### config.mk
export PLATFORM = sky130hd
export DESIGN_NAME = scm_divider
export DESIGN_NICKNAME = d
export VERILOG_FILES = /design/src/design/scm_pkg.sv /design/src/design/scm_divider.sv
export VERILOG_INCLUDE_DIRS = /design/src /design/src/design
export SDC_FILE = /design/constraint.sdc
export NUM_CORES = 1
export LEC_CHECK = 0
export BUFFER_PORTS_ARGS = -buffer_cell sky130_fd_sc_hd__buf_2
export CAP_MARGIN = 25
export CELL_PAD_IN_SITES_DETAIL_PLACEMENT = 1
export CELL_PAD_IN_SITES_GLOBAL_PLACEMENT = 1
export CORE_ASPECT_RATIO = 0.9
export CORE_MARGIN = 2
export CORE_UTILIZATION = 25
export DETAILED_ROUTE_END_ITERATION = 10
export HOLD_SLACK_MARGIN = 0.12
export PLACE_DENSITY_LB_ADDON = 0.1
export SYNTH_ARGS = -nofsm -noshare
export SYNTH_HDL_FRONTEND = slang
export SYNTH_SLANG_ARGS = --single-unit
### constraint.sdc
create_clock -name clk -period 14.3 [get_ports clk]
set_clock_uncertainty 0.15 [all_clocks]
set_input_delay 0.715 -clock clk [delete_from_list [all_inputs] [get_ports clk]]
set_output_delay 0.715 -clock clk [all_outputs]
set_load 0.01 [all_outputs]
### src/design/sample_covariance_matrix_assert.svh
// Assertion macros shared by the design files
`ifndef SAMPLE_COVARIANCE_MATRIX_ASSERT_SVH
`define SAMPLE_COVARIANCE_MATRIX_ASSERT_SVH

`define SCM_ASSERT_IMP(label, clk, rst, a, c) \
  label: assert property (@(posedge clk) disable iff (rst) (a) |-> (c)) \
    else $error("assertion failed");

`define SCM_ASSERT_NEXT(label, clk, rst, a, c) \
  label: assert property (@(posedge clk) disable iff (rst) (a) |=> (c)) \
    else $error("assertion failed");

`endif

### src/design/scm_pkg.sv
`timescale 1ns / 1ps
package scm_pkg;

  localparam int MAX_DIM    = 8;
  localparam int MAX_POINTS = 65535;
  localparam int FRAC_BITS  = 16;
  localparam int TRI_SIZE   = MAX_DIM * (MAX_DIM + 1) / 2;
  localparam int IDX_W      = 3;
  localparam int TRI_W      = 6;
  localparam int PSUM_W     = 47;
  localparam int CSUM_W     = 32;
  localparam int NUM_W      = 64;
  localparam int DEN_W      = 32;
  localparam int QUO_W      = NUM_W + FRAC_BITS;

  localparam logic [47:0] COV_MAX = 48'h7FFF_FFFF_FFFF;

  localparam logic [0:0] ACT_COORD  = 1'b0;
  localparam logic [0:0] ACT_FINISH = 1'b1;

  localparam logic [1:0] ST_OK    = 2'd0;
  localparam logic [1:0] ST_FEW   = 2'd1;
  localparam logic [1:0] ST_DROP  = 2'd2;

  typedef struct packed {
    logic [0:0]         action;
    logic signed [15:0] coord;
  } scm_in_t;

  typedef struct packed {
    logic [2:0]         row;
    logic [2:0]         col;
    logic signed [47:0] covariance;
    logic [1:0]         status;
    logic [0:0]         last;
  } scm_out_t;

  typedef enum logic [3:0] {
    S_IDLE, S_ACC, S_ACC_RD, S_ACC_WR, S_FIN, S_PROD, S_NUM, S_DIV, S_EMIT, S_CLR
  } scm_state_t;

  typedef struct packed {
    logic        start;
    logic [QUO_W-1:0] dividend;
    logic [DEN_W-1:0] divisor;
  } div_req_t;

  function automatic logic [TRI_W-1:0] tri_index(input logic [IDX_W-1:0] a,
                                                 input logic [IDX_W-1:0] b);
    logic [IDX_W-1:0] i;
    logic [IDX_W-1:0] j;
    logic [TRI_W+2:0] t;
    i = (a > b) ? b : a;
    j = (a > b) ? a : b;
    t = (TRI_W+3)'(i) * (TRI_W+3)'(MAX_DIM)
        - (((TRI_W+3)'(i) * ((TRI_W+3)'(i) - ((i > 0) ? (TRI_W+3)'(1) : '0))) >> 1)
        + (TRI_W+3)'(j - i);
    return t[TRI_W-1:0];
  endfunction

endpackage

### src/design/scm_divider.sv
`timescale 1ns / 1ps
module scm_divider
  import scm_pkg::*;
(
  input  logic             clk,
  input  logic             rst,
  input  div_req_t         req,
  output logic             done,
  output logic [QUO_W-1:0] quotient
);
  `include "sample_covariance_matrix_assert.svh"

  logic [QUO_W-1:0] quo;
  logic [DEN_W:0]   rem;
  logic [DEN_W-1:0] den;
  logic [6:0]       cnt;
  logic             running;
  logic [DEN_W:0]   trial;

  assign trial = {rem[DEN_W-1:0], quo[QUO_W-1]};

  always_ff @(posedge clk) begin
    if (rst) begin
      running <= 1'b0;
      done    <= 1'b0;
      cnt     <= '0;
    end else begin
      done <= running && !req.start && (cnt == 7'd1);
      if (req.start) begin
        running <= 1'b1;
        cnt     <= 7'(QUO_W);
        quo     <= req.dividend;
        rem     <= '0;
        den     <= req.divisor;
      end else if (running) begin
        if (trial >= {1'b0, den}) begin
          rem <= trial - {1'b0, den};
          quo <= {quo[QUO_W-2:0], 1'b1};
        end else begin
          rem <= trial;
          quo <= {quo[QUO_W-2:0], 1'b0};
        end
        cnt <= cnt - 7'd1;
        if (cnt == 7'd1) begin
          running <= 1'b0;
        end
      end
    end
  end

  assign quotient = quo;

  `SCM_ASSERT_NEXT(a_div_done, clk, rst, running && cnt == 7'd1 && !req.start, done)
  `SCM_ASSERT_IMP(a_div_cnt, clk, rst, running, cnt != 7'd0)
  `SCM_ASSERT_IMP(a_div_excl, clk, rst, done, !running)
endmodule

== Word-level counts from Yosys, hierarchy flattened ==
Index checks and enable logic that the tools add are counted.

* Add/sub/neg operators: 2
* $lt $le $gt $ge: 1
* Eq/ne operators: 1
* Multiplexer cells: 10
* Bitwise operators: 1
* Reduce and logical (&&, ||, !) cells: 7

{| class="wikitable"
|+ Operator list
! kind !! count
|-
| 80-bit two-way mux || 2
|-
| 32-bit two-way mux || 2
|-
| 33-bit by 32-bit >= comparator with 1-bit output || 1
|-
| 32-bit subtractor || 1
|-
| 7-bit two-way mux || 2
|-
| 7-bit by 1-bit == test with 1-bit output, second input constant || 1
|-
| 7-bit by 1-bit subtractor with 7-bit output, second input constant || 1
|-
| 1-bit two-way mux || 4
|-
| 2-bit AND reduction || 2
|-
| 1-bit logical AND || 2
|-
| 2-bit nonzero test || 1
|-
| 2-bit OR reduction || 1
|-
| 1-bit logical NOT || 1
|-
| 1-bit NOT || 1
|}

* Register bits: 153
* Logic and storage cells: 29

== Logic depth before layout (Yosys ltp) ==
* Word-level depth: 4
* Mapped depth: 13
* Gate-level depth less buffers: 11

== Worst setup path after synthesis ==
Ideal clock, no wire load.

* Path type: input to register
* Start point: input req[112] (netlist name)
* End point: register quo[0], in the netlist quotient[0], enable pin
* Arrival: 6.497 ns
* Path slack: 7.030 ns
* Stages on the path: 3
* Path buffers: 1
* Cells stage by stage: clkbuf_1 > inv_1 > a21oi_1

* Cells in the longest elaborated chain, start to end: 2

{| class="wikitable"
|+ RTL lines
! element !! RTL line !! text
|-
| from (decl) || scm_divider.sv:7 || <nowiki>input div_req_t req,</nowiki>
|-
| 2-bit nonzero test (no source line) || n/a ||
|-
| 2-bit AND reduction (no source line) || n/a ||
|-
| to (signal assigned) || scm_divider.sv:32 || <nowiki>quo <= req.dividend;</nowiki>
|-
| to (signal assigned) || scm_divider.sv:38 || <nowiki>quo <= {quo[QUO_W-2:0], 1'b1};</nowiki>
|-
| to (signal assigned) || scm_divider.sv:41 || <nowiki>quo <= {quo[QUO_W-2:0], 1'b0};</nowiki>
|-
| to (decl) || scm_divider.sv:13 || <nowiki>logic [QUO_W-1:0] quo;</nowiki>
|}

No other way between the ends.
A chain may end at the register's enable or synchronous reset.

== Worst setup path in the final report ==
* Start point: register rem[17]
* End point: register rem[11], data pin

* Cells in the longest elaborated chain, start to end: 3

{| class="wikitable"
|+ RTL lines
! element !! RTL line !! text
|-
| from (decl) || scm_divider.sv:14 || <nowiki>logic [DEN_W:0] rem;</nowiki>
|-
| from (signal assigned) || scm_divider.sv:37 || <nowiki>rem <= trial - {1'b0, den};</nowiki>
|-
| from (signal assigned) || scm_divider.sv:40 || <nowiki>rem <= trial;</nowiki>
|-
| 33-bit by 32-bit >= comparator with 1-bit output || scm_divider.sv:36 || <nowiki>if (trial >= {1'b0, den}) begin</nowiki>
|-
| 32-bit two-way mux || scm_divider.sv:36 ||
|-
| 32-bit two-way mux || scm_divider.sv:35 || <nowiki>end else if (running) begin</nowiki>
|}

No other way between the ends. The select of a mux whose other input is x is not followed.

==> metrics.yaml <==
setup_viol_count_final: 0
fp.coreArea_mm2: 0.03173
yosys_register_bits: 153
synthFlopType: "edfxtp_1"
wl_per_cell_um: 17.68
synth_cells: 668
drtIter0Drc: 218
maxSlewHeadroom_pct: 34.70
critPathMaxStageDelay_ns: 0.54
die_area_mm2: 0.03355
syn_nets: 818
setup_ws_ns: 10.55
crit_arrival_ns: 3.74
num_vias: 5919
io_buffers: 195
synth_top_area_share_pct: 53.88
peakVddDrop_mv: 0.07669
worstMarginPinSlew_ns: 0.9771
cts_sinks: 153
p_seq_share_pct: 41.8
final.min_clock_period_ns: 3.747
grt_pass1_wl_um: 36060
rsz0062_at_grt: "false"
drtAntennaViolNets: 0
cts_hold_buf: 0
ctsRootBufferMaster: "clkbuf_16"
via_per_inst: 4.585
status: "completed"
ys.warnings.count: 0
critical_path_class: "register to register"
htree_levels: 4
synthesis.area_mm2: 0.008025
die_x_um: 192.9
fmax_mhz: 266.9
drcViolationCount: 0
pwr-share-comb_pct: 22.2
p_leak_nw: 4.079
insertion_delay_ns: 0.44
grt_antenna_before_repair: 3
async_flop_share_pct: 0
seq_area_frac_synth_pct: 56.13
fin_nets: 1011
synth_edf_count: 144
synth_common_cells: "144 x edfxtp_1, 80 x mux2_2, 69 x nand2_1"
required_ns: 14.29
p_sw_mw: 0.3917
grt_overflow: 0
fillCellCount: 3489
powerDensity_mw_per_mm2: 131.1
synth_area_leader_cell: "edfxtp_1"
dp_hpwl_um: 16340
synth_most_common_cell: "edfxtp_1"
ctsResizeCount: 0
drive_above_1_share_pct: 36.38
grt_max_degree: 74
maxCapViolations: 0
post-cts-setup-buffers: 0
ios: 196
std_cell_rows: 62
cp-end-kind: "register"
cp_slowest_cell: "or2_1"
ys_types: 56
path_cells: "ha_1 > a21oi_1 > o21ai_0 > a221oi_1 > o21ai_0 > o21ai_1 > or2_1 > buf_4 > or3b_1 > a21oi_1"
setup_tns_ns: 0
syn_avg_cell_area_um2: 12.01
die_h_um: 174.0
start_util_pct: 25.29
grt_pass1_vias: 6327
r2r_cells: 10
p_sw_share_pct: 29.54
clk_path_buf_depth: 2
gp_congestion: 0.7570
p_int_mw: 0.9342
preCtsSetupSlack_ns: 10.58
path_clk_slew_ns: 0.08
clockPowerShare_pct: 35.9
numCtsBuffers: 17
hold_depth: 1
cts_tree: "built"
area_growth_syn_to_layout_pct: 26.02
firstDrtPassIters: 4
hold_violations: 0
track_usage_pct: 13.98
drt_wl_total_um: 22830
maxSlewViolCount: 0
path_max_fanout: 18
synthTopCellsByArea: "edfxtp_1 54%, mux2_2 11%, ha_1 5.3%, a21oi_1 3.2%, nand2_1 3.2%"
finalCritPeriodShare_pct: 26.20
worstHoldPathType: "input port to register"
startpoint_type: "register"
metal layers:
metal  track usage [%]  up-vias  wire [µm]
li1                  -     2868          -
met1             17.42     2911      10160
met2             23.21      114      11080
met3             4.442       22       1288
met4             3.753        4        283
met5                 0        -         22
cells in the final DEF (no fill, tap or decap), drive strengths merged, types with 3 or more instances in the layout:
cell and count:
buf 201, edfxtp 144, mux2 80, nand2 69, a21oi 52, inv 44, ha 34, nor2 32
o21ai 31, clkbuf 19, a21o 18, xnor2 16, a211oi 13, xor2 10, dfxtp 9, nand2b 8
nand3 8, nor3 8, o211ai 7, o21a 6, nor4 6, nor4b 5, nand4 5, clkinv 5
o21bai 3, or3 3, a31oi 3, bufinv 3, or2 3
per-stage QoR:
stage	utilization [%]	power (mW)	cells	instance area, µm²	hold WS, ns
after floorplan	-	0.7687	668	8025	0.3185
after global placement	29.82	0.8595	1256	9463	0.3323
after detailed placement	29.89	0.8608	1257	9483	0.3663
after CTS	31.78	1.349	1289	10080	0.2708
after global routing	31.87	1.402	1290	10110	0.2726
final	31.88	1.326	1291	10110	0.2980
cell families after synthesis:
logic type | count (synthesis) | share of synthesized area (%)
AO/OA/AOI/OAI | 148 | 11.55
XOR/XNOR | 26 | 2.837
adder cells (fa/ha/maj) | 35 | 5.550
buffers and inverters | 68 | 3.352
flip-flops | 153 | 56.13
multiplexers | 81 | 11.35
AND/OR/NAND/NOR | 157 | 9.230
worst paths after layout:
kind / end / slack [ns] / startpoint
max: rem[11] / 10.55 / rem[17]
min: den[11] / 0.30 / req[11]
max reg2reg: rem[11] / 10.55 / rem[17]
min reg2reg: cnt[1] / 0.38 / cnt[1]
critical path, delay by kind of cell, from the launching register on:
family	cells	cell delay [ns]
flops	1	0.39
buf+inv	1	0.37
simple gates	2	0.69
compound gates	6	1.45
fa+ha+maj	1	0.41
power groups by stage:
| stage | registers (mW) | clock network (mW) | logic (mW) |
|---|---|---|---|
| 6_report | 0.555 | 0.476 | 0.295 |
| 5_1_grt | 0.560 | 0.510 | 0.332 |
| 4_1_cts | 0.556 | 0.495 | 0.298 |
| 3_5_place_dp | 0.564 | 0 | 0.296 |
| 3_3_place_gp | 0.564 | 0 | 0.295 |
| 2_1_floorplan | 0.571 | 0 | 0.197 |
registers in the layout, indices dropped and copies added (netlist names):
name	count
quotient	80
cnt	7
den	32
done	1
rem	32
running	1
area by class of cell:
type                       count  area, µm²  area share [%]
antenna                        1      2.502         0.02474
clock buffer                  19      432.9           4.281
clock inverter                13      167.7           1.658
inverter                      41      153.9           1.522
multi-input combinational    447       3276           32.39
sequential                   153       4504           44.54
tap                          416      520.5           5.147
timing repair buffer         201       1056           10.44
Note: power is estimated with default switching activity, not from simulation.
